**config.mk**
```make
export PLATFORM = sky130hd
export DESIGN_NAME = binary_to_decimal_ascii_unit
export DESIGN_NICKNAME = d
export VERILOG_FILES = /design/src/rtl/core/bdac_pkg.sv /design/src/rtl/core/bdac_dp.sv /design/src/rtl/core/bdac_ctrl.sv /design/src/rtl/core/binary_to_decimal_ascii_unit.sv
export SDC_FILE = /design/constraint.sdc
export NUM_CORES = 1
export LEC_CHECK = 0
export ABC_AREA = 1
export CAP_MARGIN = 10
export CORE_ASPECT_RATIO = 0.5
export CORE_MARGIN = 3
export CORE_UTILIZATION = 40
export CTS_CLUSTER_SIZE = 14
export DETAILED_ROUTE_END_ITERATION = 6
export DONT_BUFFER_PORTS = 1
export GPL_ROUTABILITY_DRIVEN = 0
export SLEW_MARGIN = 25
export SYNTH_ARGS = -nofsm -noshare
export SYNTH_HDL_FRONTEND = slang
export SYNTH_HIERARCHICAL = 1
export SYNTH_SLANG_ARGS = --single-unit
```
**constraint.sdc**
```tcl
create_clock -name clk -period 3.7 [get_ports clk]
set_input_delay 0.74 -clock clk [delete_from_list [all_inputs] [get_ports clk]]
set_output_delay 0.74 -clock clk [all_outputs]
set_load 0.02 [all_outputs]
```
**src/rtl/core/bdac_pkg.sv**
```systemverilog
package bdac_pkg;

    localparam int unsigned VALUE_W    = 64;
    localparam int unsigned NUM_DIGITS = 20;
    localparam int unsigned BCD_W      = 4 * NUM_DIGITS;
    localparam int unsigned CHAR_W     = 6;
    localparam int unsigned STEP_W     = $clog2(VALUE_W);
    localparam int unsigned REM_W      = $clog2(NUM_DIGITS + 1);

    // '0' is 6'b110000, so a digit character is the digit under this prefix
    localparam logic [1:0] ASCII_ZERO_HI = 2'b11;

    typedef enum logic [1:0] {
        ST_IDLE,
        ST_CONVERT,
        ST_SKIP,
        ST_EMIT
    } ctrl_state_t;

    // controller to datapath
    typedef struct packed {
        logic load;
        logic step;
        logic skip;
        logic emit;
    } dp_cmd_t;

    // datapath to controller
    typedef struct packed {
        logic step_last;
        logic top_zero;
        logic rem_one;
        logic out_free;
    } dp_stat_t;

endpackage

```
**src/rtl/core/bdac_dp.sv**
```systemverilog
module bdac_dp (
    input  logic                           clk,
    input  logic                           rst_n,
    input  bdac_pkg::dp_cmd_t              cmd,
    output bdac_pkg::dp_stat_t             stat,
    input  logic [bdac_pkg::VALUE_W-1:0]   value,
    output logic                           out_valid,
    input  logic                           out_ready,
    output logic [bdac_pkg::CHAR_W-1:0]    digit_char,
    output logic                           last_digit
);
    import bdac_pkg::*;

    logic [VALUE_W-1:0] bin_reg, bin_next;
    logic [BCD_W-1:0]   bcd_reg, bcd_next;
    logic [BCD_W-1:0]   bcd_adj;
    logic [STEP_W-1:0]  step_cnt_reg, step_cnt_next;
    logic [REM_W-1:0]   rem_reg, rem_next;
    logic [CHAR_W-1:0]  char_reg, char_next;
    logic               last_reg, last_next;
    logic               out_valid_reg, out_valid_next;

    // add-3 correction on every BCD digit of 5 or more
    always_comb
    begin
        for (int i = 0; i < NUM_DIGITS; i++)
        begin
            if (bcd_reg[4*i +: 4] >= 4'd5)
                bcd_adj[4*i +: 4] = bcd_reg[4*i +: 4] + 4'd3;
            else
                bcd_adj[4*i +: 4] = bcd_reg[4*i +: 4];
        end
    end

    // shift register and counter updates
    always_comb
    begin
        bin_next       = bin_reg;
        bcd_next       = bcd_reg;
        step_cnt_next  = step_cnt_reg;
        rem_next       = rem_reg;
        char_next      = char_reg;
        last_next      = last_reg;
        out_valid_next = out_valid_reg;

        if (out_ready)
            out_valid_next = 1'b0;

        if (cmd.load)
        begin
            bin_next      = value;
            bcd_next      = '0;
            step_cnt_next = '0;
            rem_next      = REM_W'(NUM_DIGITS);
        end
        else if (cmd.step)
        begin
            bcd_next      = {bcd_adj[BCD_W-2:0], bin_reg[VALUE_W-1]};
            bin_next      = {bin_reg[VALUE_W-2:0], 1'b0};
            step_cnt_next = step_cnt_reg + 1'b1;
        end
        else if (cmd.skip)
        begin
            bcd_next = {bcd_reg[BCD_W-5:0], 4'd0};
            rem_next = rem_reg - 1'b1;
        end
        else if (cmd.emit)
        begin
            char_next      = {ASCII_ZERO_HI, bcd_reg[BCD_W-1 -: 4]};
            last_next      = (rem_reg == REM_W'(1));
            bcd_next       = {bcd_reg[BCD_W-5:0], 4'd0};
            rem_next       = rem_reg - 1'b1;
            out_valid_next = 1'b1;
        end
    end

    // payload registers
    always_ff @(posedge clk)
    begin
        bin_reg  <= bin_next;
        bcd_reg  <= bcd_next;
        rem_reg  <= rem_next;
        char_reg <= char_next;
        last_reg <= last_next;
    end

    // control registers
    always_ff @(posedge clk or negedge rst_n)
    begin
        if (!rst_n)
        begin
            step_cnt_reg  <= '0;
            out_valid_reg <= 1'b0;
        end
        else
        begin
            step_cnt_reg  <= step_cnt_next;
            out_valid_reg <= out_valid_next;
        end
    end

    assign stat.step_last = (step_cnt_reg == {STEP_W{1'b1}});
    assign stat.top_zero  = (bcd_reg[BCD_W-1 -: 4] == 4'd0);
    assign stat.rem_one   = (rem_reg == REM_W'(1));
    assign stat.out_free  = !out_valid_reg || out_ready;

    assign out_valid  = out_valid_reg;
    assign digit_char = char_reg;
    assign last_digit = last_reg;

endmodule

```
**src/rtl/core/bdac_ctrl.sv**
```systemverilog
module bdac_ctrl (
    input  logic                 clk,
    input  logic                 rst_n,
    input  logic                 in_valid,
    output logic                 in_ready,
    input  bdac_pkg::dp_stat_t   stat,
    output bdac_pkg::dp_cmd_t    cmd
);
    import bdac_pkg::*;

    ctrl_state_t state_reg, state_next;

    // state register
    always_ff @(posedge clk or negedge rst_n)
    begin
        if (!rst_n)
            state_reg <= ST_IDLE;
        else
            state_reg <= state_next;
    end

    // next state and commands
    always_comb
    begin
        state_next = state_reg;
        cmd        = '0;
        in_ready   = 1'b0;

        unique case (state_reg)
            ST_IDLE:
            begin
                in_ready = 1'b1;
                if (in_valid)
                begin
                    cmd.load   = 1'b1;
                    state_next = ST_CONVERT;
                end
            end
            ST_CONVERT:
            begin
                cmd.step = 1'b1;
                if (stat.step_last)
                    state_next = ST_SKIP;
            end
            ST_SKIP:
            begin
                // drop leading zero digits, keep at least one
                if (stat.top_zero && !stat.rem_one)
                    cmd.skip = 1'b1;
                else
                    state_next = ST_EMIT;
            end
            ST_EMIT:
            begin
                if (stat.out_free)
                begin
                    cmd.emit = 1'b1;
                    if (stat.rem_one)
                        state_next = ST_IDLE;
                end
            end
            default:
            begin
                state_next = ST_IDLE;
            end
        endcase
    end

endmodule

```
**src/rtl/core/binary_to_decimal_ascii_unit.sv**
```systemverilog
// Channel  | Handshake            | Word
// ---------+----------------------+------------------------------------------
// input    | in_valid / in_ready  | value[63:0], unsigned binary
// output   | out_valid / out_ready| digit_char[5:0], last_digit (ends a run)
//
// One word in gives 1 to 20 digit words, most significant first.
// Conversion: a load, one double dabble shift-add step per input bit, then the
// leading zero digits are dropped (up to 19) and the remaining digits are
// emitted; dropped plus emitted digits are always 20.
// Output stalls hold the digit register; the next input word is taken once the
// last digit sits in the output register. Reset clears all control state.
module binary_to_decimal_ascii_unit (
    input  logic                           clk,
    input  logic                           rst_n,
    input  logic                           in_valid,
    output logic                           in_ready,
    input  logic [bdac_pkg::VALUE_W-1:0]   value,
    output logic                           out_valid,
    input  logic                           out_ready,
    output logic [bdac_pkg::CHAR_W-1:0]    digit_char,
    output logic                           last_digit
);
    import bdac_pkg::*;

    dp_cmd_t  cmd;
    dp_stat_t stat;

    bdac_ctrl u_ctrl (
        .clk      (clk),
        .rst_n    (rst_n),
        .in_valid (in_valid),
        .in_ready (in_ready),
        .stat     (stat),
        .cmd      (cmd)
    );

    bdac_dp u_dp (
        .clk        (clk),
        .rst_n      (rst_n),
        .cmd        (cmd),
        .stat       (stat),
        .value      (value),
        .out_valid  (out_valid),
        .out_ready  (out_ready),
        .digit_char (digit_char),
        .last_digit (last_digit)
    );

endmodule

```
Yosys cells after proc, flatten, opt, wreduce, memory -nomap -nowiden
Cells that the tools add are included.

Word-level logic and storage cells: 123. Output and inout port bits: 9. Register bits: 163.

Add/sub/neg operators: 22. Reductions and logical operators: 12. Multiplexer cells: 48. Equal/unequal tests: 10. $lt $le $gt $ge: 20. Bitwise gates (word level): 3.

Operators by type and width (number): 2-to-1 mux 80 bit (3); 2-to-1 mux 64 bit (2); >= comparator 4 x 3 -> 1 bit (second input constant) (20); adder 4 x 2 -> 4 bit (second input constant) (19); 2-to-1 mux 4 bit (19); 2-to-1 mux 1 bit (13); 2-to-1 mux 6 bit (2); 2-to-1 mux 2 bit (5); 2-to-1 mux 5 bit (2); inequality test 2 bit (second input constant) (4); case mux 2 bit (4 select lines) (1); adder 6 x 1 -> 6 bit (second input constant) (1); equality test 6 bit (second input constant) (1); equality test 5 x 1 -> 1 bit (second input constant) (1); AND reduction 5 bit (1); subtractor 5 x 1 -> 5 bit (second input constant) (1); equality test 2 bit (second input constant) (2); zero test 4 bit (1); AND reduction 4 bit (1); nonzero test 2 bit (2); adder 3 x 2 -> 3 bit (second input constant) (1); 2-to-1 mux 3 bit (1); NOT 1 bit (3); nonzero test 3 bit (1); 7 further kinds (8).

Depth between registers and ports, before layout
Word-level depth: 8. Gate-level depth with buffers: 15. Gate-level depth less buffers: 14.

Cells and area by module
The synthesis kept the hierarchy.

Modules (own cells, without submodules): bdac_dp (area an instance 9470.3 um^2, cells each 1385, sequential area each 3948.8 um^2, instances 1); bdac_ctrl (area an instance 220.2 um^2, cells each 37, sequential area each 50.0 um^2, instances 1).

Worst setup path after synthesis
OpenSTA, ideal clock, no wires.

Path type: register -> register. Start point: register u_ctrl.state_reg[0]. End point: register u_dp.char_reg[0] (netlist: u_dp/digit_char[0]) (enable). Period minus slack after synthesis: 3.598 ns. Library setup time: 0.379 ns. Required time: 3.321 ns. Slack: 0.102 ns. Data arrival time: 3.219 ns. Stages on the path, launching flop included: 10. Cells stage by stage: dfrtp_1 -> inv_1 -> ha_1 -> nand2_1 -> inv_1 -> buf_2 -> clkinv_1 -> buf_2 -> nand2_1 -> nor3_1.

RTL lines: start, declared (RTL line bdac_ctrl.sv:11) `ctrl_state_t state_reg, state_next;`; start signal, assigned (RTL line bdac_ctrl.sv:19) `state_reg <= state_next;`; end signal, assigned (RTL line bdac_dp.sv:83) `char_reg <= char_next;`; end, declared (RTL line bdac_dp.sv:19) `logic [CHAR_W-1:0] char_reg, char_next;`.

==> metrics.cfg <==
[run_status]
outcome = complete, no violations

[timing]
worst_pin_slew_ps = 1079
min_period_ps = 2846
setup_slack_ps = 854.2
setup_violations = 0
relSlewSlack = 0.2751
clock.fmax_mhz = 351.4
fin_skew_ps = 9.500
timing.final.max_slew_violations = 0
rsz0062_at_grt = false
post-route-period-util = 0.7691
hold_viol = 0
fin_tns_setup_ps = 0

[clocking]
cts_buffers = 17
insertion_delay_ps = 440
cts_tree = done
h-tree-depth = 4
cts_root_buf = clkbuf_16
cts_setup_buffers = 0
clk_pin_slew_ps = 70
clkSinkCount = 163
clock_path_buffers = 2

[layout]
layout_common_cells = nand2_1, inv_1, nand3_1
final_common_cell = nand2_1
filler_cell_count = 2380
syn_to_final_growth_pct = 8.263
antenna_cells = 0
largest_register_ffs = 80
drive_above_1_share = 0.03895
nNetsFinal = 1514

[route]
drt_pass1_iterations = 6
dr_total_vias = 8619
drt_iter0_drc = 592
routed_wl_um = 23190
drtAntennaViolNets = 0
wl_per_cell_um = 13.49
drc_errors = 0
via_per_inst = 5.014

[power]
p_comb_frac = 0.377
ir_drop_mv = 0.3841
seq_power_share = 0.396
p_sw_frac = 0.4216
p_int_uw = 4400
clock_power_share = 0.227
powerDensity_nw_per_um2 = 725.2
p_leak_uw = 0.005058
finalPower_uw = 7608
p_sw_uw = 3208

[worst_setup_path]
reg2reg_depth = 13
cp_slowest_cell = nor2_1
cp_cell_sequence = inv_1 -> ha_1 -> inv_1 -> or2_2 -> nor2_1 -> nand2_1 -> nor2_1 -> nor2_8 -> nor2_8 -> buf_12 -> nand2_1 -> or2_0 -> nand3_1
path_buf_inv = 3
cp-start-kind = flip-flop
crit_path_max_fanout = 45
critPathTopFamily = simple AND/OR/NAND/NOR gates
worst-path-stages = 13
critPathMaxStageDelay_ps = 400
cp.required_ps = 4070
cp.arrival_ps = 3220
end_kind = flip-flop
crit_type = flip-flop to flip-flop

[floorplanning]
rows = 39
pin_count = 77
start_util = 0.4155
dieArea_sq_um = 26240
die_h_um = 116.1
die-width_um = 226.1
coreArea_sq_um = 23320

[global_routing]
grtUsageTotal = 0.1841
overflow = 0
antenna_found_initial = 0
grt_pass1_vias = 8244
grt_max_degree = 68
grt_pass1_wl_um = 39050

[yosys]
ys_seq_area_frac = 0.4127
async_reset_ff_frac = 0.05521
ys_warn_count = 6
synth_top_area_share = 0.2351
synth.area.top_cells = nand2_1, edfxtp_1, dfxtp_1
synthFlopType = dfxtp_1
synth_edf_count = 69
synth_area_sq_um = 9691
ys_ff_latch = 163
synth_top_cell_by_area = nand2_1
syn_avg_cell_area_sq_um = 6.815
synth_cells = 1422
yosys.cell_types.count = 30

[min_path]
hold_path.class = flip-flop to flip-flop
min_delay_path_depth = 0

[place]
hpwl_um = 14820
io_buffers = 0
dp_slack_ps = 876.5

[run]
drv_cap = 0

power groups by stage:
stage	clock [uW]	sequential, uW	combinational (uW)
after CTS	1780	3010	2870
after floorplan	0	2970	2160
after global placement	0	3030	2800
after global routing	1850	3080	3250
after detailed placement	0	3050	2860
final	1730	3010	2870
logic make-up after synthesis:
group | share of synthesized area
AOI/OAI and AO/OA | 0.05061
xor gates and xnor gates | 0.001808
adders and majority gates | 0.06068
buffers and inverters | 0.09968
DFF | 0.4127
other | 0.0003870
and+or+nand+nor | 0.3742
metrics by stage:
step	hold WS (ps)	utilization	std cells	instance area, sq um
global route	447.5	0.4498	1719	10490
global placement	416.5	0.4247	1686	9907
floorplan	408.2	-	1423	9694
detailed placement	419.8	0.4247	1686	9907
finish	436.1	0.4498	1719	10490
CTS	436.4	0.4496	1719	10490
layer usage:
metal  part of all wire  wire length (um)  track usage  vias to the layer above
li1                   -                 -            -                     4457
met3              0.060              1394      0.04480                       32
met1               0.47             10840       0.2362                     3934
met5                  0                 0            0                        -
met4              0.014               328      0.06258                        0
met2               0.46             10630       0.3078                      196
what timing repair did:
| item | CTS | global route |
|---|---|---|
| gates resized for setup | 0 | 0 |
| hold endpoints to repair | 9 | 0 |
| hold buffers | 1 | 0 |
cells in the mapped netlist (3+ instances only):
cell type	count
edfxtp_1	69
buf_2	19
nand2_1	607
clkbuf_1	22
nand4_1	27
o21ai_0	24
dfrtp_1	9
nor3_1	4
inv_1	177
nand3_1	164
nor2_1	71
inv_2	3
a21oi_1	51
dfxtp_1	85
buf_4	11
ha_1	47
o22ai_1	14
cell type report:
| class | count | area (sq um) | share of cell area |
|---|---|---|---|
| clock inverters | 13 | 126.4 | 0.01205 |
| multi-input cells | 1024 | 4740 | 0.4518 |
| inverters | 181 | 681.9 | 0.06500 |
| flip-flops and latches | 163 | 3999 | 0.3812 |
| repair buffers | 12 | 117.6 | 0.01121 |
| well taps | 307 | 384.1 | 0.03661 |
| clock buffers | 19 | 442.9 | 0.04222 |
path summary, 6_finish.rpt:
check | slack [ps] | startpoint | end
worst max-delay path | 850 | u_dp/bcd_reg[77] | u_dp/rem_reg[2]
worst min-delay path | 440 | u_dp/bcd_reg[77] | u_dp/digit_char[1]
worst max register to register | 850 | u_dp/bcd_reg[77] | u_dp/rem_reg[2]
worst min register to register | 440 | u_dp/bcd_reg[77] | u_dp/digit_char[1]
max in group asynchronous | 2720 | rst_n | u_dp/step_cnt_reg[2]
min in group asynchronous | 680 | rst_n | u_dp/out_valid
Power figures use the tool's default switching activity.
